`src/hdl/e2lc_pkg.sv`:
```
// Shared types, constants and the control program for the epoch-to-calendar block.
// Used by e2lc_seq, e2lc_dp and epoch_to_local_calendar_top; depends on nothing else.
package e2lc_pkg;

  // Field widths.
  localparam int EpochW = 32;
  localparam int DayOffW = 9;
  localparam int ZoneW = 7;
  localparam int YearW = 12;
  localparam int PcW = 4;

  // Calendar constants.
  localparam logic signed [17:0] DAY_SECS = 18'sd86400;
  localparam logic signed [12:0] ZONE_UNIT_SECS = 13'sd900;
  localparam logic [16:0] DIV_DAY_VAL = 17'd86400;
  localparam logic [16:0] DIV_WEEK_VAL = 17'd7;
  localparam logic [16:0] DIV_HOUR_VAL = 17'd3600;
  localparam logic [16:0] DIV_MIN_VAL = 17'd60;
  localparam logic [YearW-1:0] BASE_YEAR = 12'd1970;
  localparam logic [15:0] WEEKDAY_BIAS = 16'd3;

  // Reciprocals for exact division by multiply and shift. The day divide works on the
  // count shifted right by 7 (86400 = 128 * 675), the hour divide on the second of the
  // day shifted right by 4 (3600 = 16 * 225) and the minute divide on the second of the
  // hour shifted right by 2 (60 = 4 * 15). Each constant is a power of two over the odd
  // factor, rounded up, and is exact over the whole range its dividend can take.
  localparam logic [25:0] RECIP_DAY = 26'd50903317;
  localparam logic [25:0] RECIP_WEEK = 26'd74899;
  localparam logic [25:0] RECIP_HOUR = 26'd9321;
  localparam logic [25:0] RECIP_MIN = 26'd1093;

  // Datapath operations, one per control word.
  typedef enum logic [3:0] {
    OP_NOP,
    OP_LOAD,
    OP_ADDZ,
    OP_DIV,
    OP_DAYS,
    OP_WDAY,
    OP_HOUR,
    OP_MINSEC,
    OP_YEAR,
    OP_MONTH,
    OP_EMIT
  } op_t;

  // Divisor selection for the shared reciprocal divider.
  typedef enum logic [1:0] {
    DIV_DAY,
    DIV_WEEK,
    DIV_HOUR,
    DIV_MIN
  } div_sel_t;

  // Jump conditions: when true the step counter loads jump_pc, else it advances.
  typedef enum logic [2:0] {
    COND_NEVER,
    COND_ALWAYS,
    COND_NO_START,
    COND_GE,
    COND_OUT_BUSY
  } cond_t;

  typedef struct packed {
    op_t             op;
    div_sel_t        div_sel;
    cond_t           cond;
    logic [PcW-1:0]  jump_pc;
  } ctrl_word_t;

  typedef struct packed {
    logic ge;
    logic out_busy;
  } status_t;

  // Control program.
  function automatic ctrl_word_t rom_word(input logic [PcW-1:0] pc);
    ctrl_word_t w;
    w = '{op: OP_NOP, div_sel: DIV_DAY, cond: COND_ALWAYS, jump_pc: '0};
    case (pc)
      4'd0: w = '{OP_LOAD,   DIV_DAY,  COND_NO_START, 4'd0};
      4'd1: w = '{OP_ADDZ,   DIV_DAY,  COND_NEVER,    4'd0};
      4'd2: w = '{OP_DIV,    DIV_DAY,  COND_NEVER,    4'd0};
      4'd3: w = '{OP_DAYS,   DIV_DAY,  COND_NEVER,    4'd0};
      4'd4: w = '{OP_DIV,    DIV_WEEK, COND_NEVER,    4'd0};
      4'd5: w = '{OP_WDAY,   DIV_WEEK, COND_NEVER,    4'd0};
      4'd6: w = '{OP_DIV,    DIV_HOUR, COND_NEVER,    4'd0};
      4'd7: w = '{OP_HOUR,   DIV_HOUR, COND_NEVER,    4'd0};
      4'd8: w = '{OP_DIV,    DIV_MIN,  COND_NEVER,    4'd0};
      4'd9: w = '{OP_MINSEC, DIV_MIN,  COND_NEVER,    4'd0};
      4'd10: w = '{OP_YEAR,  DIV_DAY,  COND_GE,       4'd10};
      4'd11: w = '{OP_MONTH, DIV_DAY,  COND_GE,       4'd11};
      4'd12: w = '{OP_EMIT,  DIV_DAY,  COND_OUT_BUSY, 4'd12};
      default: w = '{OP_NOP, DIV_DAY,  COND_ALWAYS,   4'd0};
    endcase
    return w;
  endfunction

  // Length of a month; every fourth year is a leap year.
  function automatic logic [4:0] month_len(input logic [3:0] month, input logic leap);
    logic [4:0] len;
    case (month)
      4'd2: len = leap ? 5'd29 : 5'd28;
      4'd4, 4'd6, 4'd9, 4'd11: len = 5'd30;
      default: len = 5'd31;
    endcase
    return len;
  endfunction

endpackage

```
`src/hdl/e2lc_seq.sv`:
```
// Microcode sequencer: step counter, program table and jump logic.
// Depends on e2lc_pkg.
module e2lc_seq (
  input  logic                clk,
  input  logic                rst,
  input  logic                in_valid,
  input  e2lc_pkg::status_t   status,
  output e2lc_pkg::ctrl_word_t ctrl
);
  import e2lc_pkg::*;

  logic [PcW-1:0] pc;
  logic [PcW-1:0] pc_next;
  logic           take;

  // Fetch the control word of the current step.
  assign ctrl = rom_word(pc);

  // Evaluate the jump condition.
  always_comb begin
    case (ctrl.cond)
      COND_NEVER:    take = 1'b0;
      COND_ALWAYS:   take = 1'b1;
      COND_NO_START: take = ~in_valid;
      COND_GE:       take = status.ge;
      COND_OUT_BUSY: take = status.out_busy;
      default:       take = 1'b1;
    endcase
  end

  assign pc_next = take ? ctrl.jump_pc : pc + 1'b1;

  // Step counter.
  always_ff @(posedge clk) begin
    if (rst) begin
      pc <= '0;
    end else begin
      pc <= pc_next;
    end
  end

endmodule

```
`src/hdl/e2lc_dp.sv`:
```
// Datapath: time shift, shared reciprocal divider, year and month walk, output register.
// Depends on e2lc_pkg; driven by the control words of e2lc_seq.
module e2lc_dp (
  input  logic                                  clk,
  input  logic                                  rst,
  input  e2lc_pkg::ctrl_word_t                  ctrl,
  output e2lc_pkg::status_t                     status,
  input  logic                                  cfg_valid,
  input  logic signed [e2lc_pkg::ZoneW-1:0]     zone_offset,
  input  logic                                  in_valid,
  input  logic [e2lc_pkg::EpochW-1:0]           epoch_seconds,
  input  logic signed [e2lc_pkg::DayOffW-1:0]   day_offset,
  output logic                                  out_valid,
  input  logic                                  out_ready,
  output logic [e2lc_pkg::YearW-1:0]            year,
  output logic [3:0]                            month,
  output logic [4:0]                            day,
  output logic [4:0]                            hour,
  output logic [5:0]                            minute,
  output logic [5:0]                            second,
  output logic [2:0]                            weekday
);
  import e2lc_pkg::*;

  logic signed [ZoneW-1:0] zone;
  logic [EpochW-1:0]       rem;
  logic [15:0]             quo;
  logic [15:0]             days;
  logic [16:0]             secs;
  logic [YearW-1:0]        yr_acc;
  logic [3:0]              mon_acc;
  logic [4:0]              hour_acc;
  logic [5:0]              min_acc;
  logic [5:0]              sec_acc;
  logic [2:0]              wday_acc;

  logic signed [26:0]      day_prod;
  logic signed [19:0]      zone_prod;
  logic [16:0]             divisor;
  logic [24:0]             dividend;
  logic [25:0]             recip;
  logic [50:0]             recip_prod;
  logic [15:0]             quo_est;
  logic [32:0]             back_prod;
  logic [EpochW-1:0]       rem_low;
  logic                    leap;
  logic [8:0]              ylen;
  logic [4:0]              mlen;
  logic                    ge;
  logic                    out_busy;

  // Day and zone shifts.
  assign day_prod = day_offset * DAY_SECS;
  assign zone_prod = zone * ZONE_UNIT_SECS;

  // Divisor, pre-shifted dividend, reciprocal and quotient slice for the selected divide.
  always_comb begin
    case (ctrl.div_sel)
      DIV_DAY: begin
        divisor = DIV_DAY_VAL;
        dividend = rem[31:7];
        recip = RECIP_DAY;
      end
      DIV_WEEK: begin
        divisor = DIV_WEEK_VAL;
        dividend = rem[24:0];
        recip = RECIP_WEEK;
      end
      DIV_HOUR: begin
        divisor = DIV_HOUR_VAL;
        dividend = {4'b0, rem[24:4]};
        recip = RECIP_HOUR;
      end
      DIV_MIN: begin
        divisor = DIV_MIN_VAL;
        dividend = {2'b0, rem[24:2]};
        recip = RECIP_MIN;
      end
      default: begin
        divisor = DIV_DAY_VAL;
        dividend = rem[31:7];
        recip = RECIP_DAY;
      end
    endcase
  end

  assign recip_prod = dividend * recip;

  always_comb begin
    case (ctrl.div_sel)
      DIV_DAY:  quo_est = recip_prod[50:35];
      DIV_WEEK: quo_est = recip_prod[34:19];
      DIV_HOUR: quo_est = recip_prod[36:21];
      DIV_MIN:  quo_est = recip_prod[29:14];
      default:  quo_est = recip_prod[50:35];
    endcase
  end

  // Remainder of the last divide, from the registered quotient.
  assign back_prod = quo * divisor;
  assign rem_low = rem - back_prod[EpochW-1:0];

  // Year and month lengths.
  assign leap = (yr_acc[1:0] == 2'b00);
  assign ylen = leap ? 9'd366 : 9'd365;
  assign mlen = month_len(mon_acc, leap);

  // Compare that decides subtraction and loop exit.
  always_comb begin
    case (ctrl.op)
      OP_YEAR:  ge = (rem >= {23'b0, ylen});
      OP_MONTH: ge = (rem >= {27'b0, mlen});
      default:  ge = 1'b0;
    endcase
  end

  assign out_busy = out_valid & ~out_ready;
  assign status = '{ge: ge, out_busy: out_busy};

  // Control state: zone register and output valid.
  always_ff @(posedge clk) begin
    if (rst) begin
      zone <= '0;
      out_valid <= 1'b0;
    end else begin
      if (cfg_valid) begin
        zone <= zone_offset;
      end
      // A new result refills the register; otherwise a taken result empties it.
      if (ctrl.op == OP_EMIT && !out_busy) begin
        out_valid <= 1'b1;
      end else if (out_valid && out_ready) begin
        out_valid <= 1'b0;
      end
    end
  end

  // Working registers, updated by the operation of each step.
  always_ff @(posedge clk) begin
    case (ctrl.op)
      OP_LOAD: begin
        if (in_valid) begin
          rem <= epoch_seconds + 32'(day_prod);
        end
      end
      OP_ADDZ: begin
        rem <= rem + 32'(zone_prod);
      end
      OP_DIV: begin
        quo <= quo_est;
      end
      OP_DAYS: begin
        days <= quo;
        secs <= rem_low[16:0];
        rem <= {16'b0, quo + WEEKDAY_BIAS};
      end
      OP_WDAY: begin
        wday_acc <= rem_low[2:0];
        rem <= {15'b0, secs};
      end
      OP_HOUR: begin
        hour_acc <= quo[4:0];
        rem <= rem_low;
      end
      OP_MINSEC: begin
        min_acc <= quo[5:0];
        sec_acc <= rem_low[5:0];
        rem <= {16'b0, days};
        yr_acc <= BASE_YEAR;
        mon_acc <= 4'd1;
      end
      OP_YEAR: begin
        if (ge) begin
          rem <= rem - {23'b0, ylen};
          yr_acc <= yr_acc + 1'b1;
        end
      end
      OP_MONTH: begin
        if (ge) begin
          rem <= rem - {27'b0, mlen};
          mon_acc <= mon_acc + 1'b1;
        end
      end
      default: begin
      end
    endcase
  end

  // Output register, loaded once the previous item has been taken.
  always_ff @(posedge clk) begin
    if (ctrl.op == OP_EMIT && !out_busy) begin
      year <= yr_acc;
      month <= mon_acc;
      day <= rem[4:0] + 5'd1;
      hour <= hour_acc;
      minute <= min_acc;
      second <= sec_acc;
      weekday <= wday_acc;
    end
  end

endmodule

```
`src/hdl/epoch_to_local_calendar_top.sv`:
```
// Epoch seconds to local calendar date and time converter, top level.
// Depends on e2lc_pkg, e2lc_seq and e2lc_dp.
//
// Converts a 32-bit count of seconds since 1970-01-01 UTC, shifted by a signed
// day offset and by the zone_offset register (units of 900 s), into year, month,
// day, hour, minute, second and weekday (0 is Monday). The shifted count wraps
// modulo 2^32, and every year divisible by four counts as a leap year. One item
// is converted at a time by a small microcoded sequencer over a shared divider
// that multiplies by a constant reciprocal, one divide per step. An item passes
// through the shift, division and hand-off steps plus a year walk and a month
// walk that repeat a step for each elapsed year and month, so the next item is
// accepted soonest for early dates and latest for items late in 2105. A
// finished result sits in an output register while the next item is accepted
// and converted; if it has not been taken when the next result is ready, the
// sequencer waits. The zone register may be written whenever no item is in
// flight; cfg_ready is high outside reset.
module epoch_to_local_calendar_top (
  input  logic                                clk,
  input  logic                                rst,
  input  logic                                cfg_valid,
  output logic                                cfg_ready,
  input  logic signed [e2lc_pkg::ZoneW-1:0]   zone_offset,
  input  logic                                in_valid,
  output logic                                in_ready,
  input  logic [e2lc_pkg::EpochW-1:0]         epoch_seconds,
  input  logic signed [e2lc_pkg::DayOffW-1:0] day_offset,
  output logic                                out_valid,
  input  logic                                out_ready,
  output logic [e2lc_pkg::YearW-1:0]          year,
  output logic [3:0]                          month,
  output logic [4:0]                          day,
  output logic [4:0]                          hour,
  output logic [5:0]                          minute,
  output logic [5:0]                          second,
  output logic [2:0]                          weekday
);
  import e2lc_pkg::*;

  ctrl_word_t ctrl;
  status_t    status;

  // An item is taken only at the load step of the program.
  assign in_ready = (ctrl.op == OP_LOAD) & ~rst;
  assign cfg_ready = ~rst;

  e2lc_seq u_seq (
    .clk      (clk),
    .rst      (rst),
    .in_valid (in_valid),
    .status   (status),
    .ctrl     (ctrl)
  );

  e2lc_dp u_dp (
    .clk           (clk),
    .rst           (rst),
    .ctrl          (ctrl),
    .status        (status),
    .cfg_valid     (cfg_valid),
    .zone_offset   (zone_offset),
    .in_valid      (in_valid),
    .epoch_seconds (epoch_seconds),
    .day_offset    (day_offset),
    .out_valid     (out_valid),
    .out_ready     (out_ready),
    .year          (year),
    .month         (month),
    .day           (day),
    .hour          (hour),
    .minute        (minute),
    .second        (second),
    .weekday       (weekday)
  );

endmodule

```
`config.mk`:
```
export PLATFORM = sky130hd
export DESIGN_NAME = epoch_to_local_calendar_top
export DESIGN_NICKNAME = d
export VERILOG_FILES = /design/src/hdl/e2lc_pkg.sv /design/src/hdl/e2lc_seq.sv /design/src/hdl/e2lc_dp.sv /design/src/hdl/epoch_to_local_calendar_top.sv
export SDC_FILE = /design/constraint.sdc
export NUM_CORES = 2
export LEC_CHECK = 0
export ABC_AREA = 1
export BUFFER_PORTS_ARGS = -buffer_cell sky130_fd_sc_hd__buf_4
export CAP_MARGIN = 0
export CORE_ASPECT_RATIO = 1.25
export CORE_MARGIN = 2
export CORE_UTILIZATION = 60
export CTS_CLUSTER_DIAMETER = 100
export CTS_CLUSTER_SIZE = 25
export DETAILED_ROUTE_END_ITERATION = 8
export PLACE_DENSITY = 0.89
export RECOVER_POWER = 25
export SYNTH_ARGS = -nofsm -noshare
export SYNTH_HDL_FRONTEND = slang
export SYNTH_SLANG_ARGS = --single-unit
```
`constraint.sdc`:
```
create_clock -name clk -period 7.3 [get_ports clk]
set_input_delay 1.46 -clock clk [delete_from_list [all_inputs] [get_ports clk]]
set_output_delay 1.46 -clock clk [all_outputs]
set_load 0.02 [all_outputs]
```
==> results.py <==
metrics = {
    "run_status": {
        "status": "complete, but fails checks",
        "violations": "capacitance limit, slew limit, setup timing",
    },
    "clocking": {
        "clock-sinks": 181,
        "cts.clk_slew.worst_paths_ps": 90,
        "htree_levels": 4,
        "numCtsBuffers": 17,
        "cts_hold_buf": 0,
        "clock_latency_ps": 510,
        "cts_buffer_depth": 2,
        "root_buffer": "clkbuf_16",
        "cts_tree": "done",
    },
    "global_route": {
        "grt_max_degree": 45,
        "grt_first_pass_wirelength_um": 205000,
        "grt_use_total_pct": 39.7,
        "grt_pass1_vias": 38900,
        "antenna_found_initial": 9,
        "grt_overflow": 0,
    },
    "synthesis": {
        "yosysTopAreaCellShare_pct": 28.3,
        "ys_seq_elements": 181,
        "yosysTopAreaCell": "fa_1",
        "netlist_area_mm2": 0.0398,
        "syn_inst": 4957,
        "syn_area_per_cell_um2": 8.03,
        "synth_edf_count": 158,
        "yosysUniqueCellTypes": 65,
        "async_reset_ff_share_pct": 0,
        "ys_warn_count": 0,
        "synth_flop_cell": "edfxtp_1",
        "synthTopCellsByArea": "fa_1 28%, ha_1 18%, inv_1 12%",
        "seq_area_frac_synth_pct": 13.1,
    },
    "die": {
        "rows": 105,
        "die_y_um": 292,
        "core_area_mm2": 0.0657,
        "die-area_mm2": 0.0684,
        "pin_count": 97,
        "start_util_pct": 60.6,
        "die-width_um": 234,
    },
    "min_path": {
        "hold_class": "reg2reg",
    },
    "sta": {
        "rsz0062_at_grt": "yes",
        "slew_headroom_pct": -27.2,
        "tightest_slew_ps": 1910,
        "setup-violations-final": 9,
        "drv_slew": 48,
        "post-route-period-util_pct": 102,
        "fin_ws_ps": -118,
        "finClkSkew_ps": 27.9,
        "hold_viol": 0,
        "finalCriticalPeriod_ps": 7420,
        "fmax_ghz": 0.135,
    },
    "place": {
        "port_buffers": 96,
        "dp_hpwl_um": 112000,
        "place_area_mm2": 0.0442,
        "routabilityCongestion": 1.07,
    },
    "setup_path": {
        "crit_top_cell": "inv_1",
        "crit_type": "reg2reg",
        "worstPathRequired_ps": 7560,
        "startpoint_type": "register",
        "critPathSlowestCell": "fa_2",
        "critical_path_buf_inv_count": 12,
        "slowest_delay_ps": 640,
        "cp_max_fo": 7,
        "end_kind": "register",
        "cp.arrival_ps": 7680,
        "crit_family": "adder cells",
    },
    "layout": {
        "final_cell_area_mm2": 0.0470,
        "area_delta_synth_final_pct": 18.1,
        "layout.nets": 6610,
        "drive_above_1_share_pct": 18.1,
    },
    "routing": {
        "viasPerCell": 5.92,
        "drc": 0,
        "routedWlPerCell_um": 22.1,
        "drtIter0Drc": 3533,
        "routed_wl_um": 139000,
        "vias": 37200,
        "dr.pass1.iters": 9,
        "final_antenna_net_count": 0,
    },
    "flow_run": {
        "cap_violations": 2,
    },
}
[final cells by class]
type	count	area, um^2
Fill cell	4737	18700
Timing Repair Buffer	520	4060
Tap cell	856	1070
Clock buffer	17	425
Multi-Input combinational cell	3391	31100
Timing Repair inverter	1	7.51
Clock inverter	15	185
Inverter	1305	4940
Sequential cell	181	5210
Antenna cell	1	2.50
[synthesized netlist by cell type, types with 25 or more instances]
library cell,count
xor2_1,64
nor2_1,388
o21ai_0,210
nand2_1,780
a21oi_1,265
nor3_1,46
a31oi_1,29
nand4_1,41
nand3_1,160
edfxtp_1,158
ha_1,578
clkbuf_1,53
inv_1,1290
fa_1,562
nand3b_1,25
[worst paths after layout]
path | start | end | slack, ps | cells past startpoint
min | u_dp.min_acc[2] | u_dp.minute[2] | 420 | 0
max reg2reg | u_seq.ctrl[8] | u_dp.quo[5] | -120 | 37
min reg2reg | u_dp.min_acc[2] | u_dp.minute[2] | 420 | 0
max | u_seq.ctrl[8] | u_dp.quo[5] | -120 | 37
[registers in the layout, indices dropped and copies added (netlist names), 5 cells and up]
name and count:
u_dp.secs 17, u_dp.yr_acc 12, u_seq.ctrl 11, u_dp.days 16, u_dp.year 12, u_dp.hour_acc 5, u_dp.second 6, u_dp.sec_acc 6
u_dp.rem 32, u_dp.quo 16, u_dp.zone 7, u_dp.min_acc 6, u_dp.hour 5, u_dp.minute 6, u_dp.day 5
[placed cells by master, fill, tap and decap left out, drive strengths merged, types with 2 or more instances in the layout]
| master | synthesis | final |
|---|---|---|
| a2111oi | 2 | 2 |
| a211oi | 5 | 5 |
| a21boi | 2 | 2 |
| a21o | 21 | 21 |
| a21oi | 265 | 265 |
| a221oi | 11 | 11 |
| a31oi | 29 | 29 |
| buf | 37 | 505 |
| clkbuf | 54 | 32 |
| clkinv | 2 | 6 |
| conb | 2 | 13 |
| dfxtp | 23 | 23 |
| edfxtp | 158 | 158 |
| fa | 562 | 562 |
| ha | 578 | 578 |
| inv | 1303 | 1314 |
| nand2 | 789 | 789 |
| nand3 | 165 | 165 |
| nand3b | 25 | 25 |
| nand4 | 41 | 41 |
| nor2 | 404 | 404 |
| nor3 | 46 | 46 |
| nor3b | 5 | 5 |
| nor4 | 12 | 12 |
| o2111ai | 16 | 16 |
| o211ai | 8 | 8 |
| o21a | 13 | 13 |
| o21ai | 221 | 221 |
| o21bai | 15 | 15 |
| o221ai | 18 | 18 |
| o22ai | 3 | 3 |
| o31ai | 6 | 6 |
| o32ai | 2 | 2 |
| or2 | 19 | 19 |
| xnor2 | 21 | 21 |
| xor2 | 64 | 64 |
[repair_timing]
item	4_1_cts	5_1_grt
gates resized for setup	87	421
pin swaps	27	168
endpoints found under the setup margin	16	18
cloned	1	1
buffers inserted	12	48
[routing by layer]
| layer | vias to the layer above | global-route usage (%) | routed length, um |
|---|---|---|---|
| met5 | - | 0 | 53 |
| met4 | 10 | 29.5 | 13500 |
| met3 | 888 | 7.94 | 13900 |
| met2 | 2247 | 66.7 | 66200 |
| met1 | 17700 | 44.2 | 45100 |
| li1 | 16400 | - | - |
[metrics by stage]
step	worst slack [ps]	instances	setup TNS [ps]	hold WS [ps]	utilization, %
2_1_floorplan	-8.92	4968	-8.92	400	-
3_3_place_gp	-464	6194	-3380	402	67.2
3_5_place_dp	-542	6194	-4840	405	67.2
4_1_cts	-18.5	6239	-42.3	422	68.8
5_1_grt	-273	6287	-2950	428	71.6
6_report	-118	6287	-513	420	71.6
[cell families after synthesis]
logic type                 count (synthesis)  share of synthesized area [%]
AOI/OAI and AO/OA                        644                           9.26
xor gates and xnor gates                  85                           1.87
adders and majority gates               1140                           46.4
buffers and inverters                   1396                           13.3
DFF                                      181                           13.1
other                                      2                         0.0189
and+or+nand+nor                         1509                           16.0
Power is left out: the tool's default activity adds up to more than one toggle a clock period on the data nets, which glitch-free logic cannot reach.
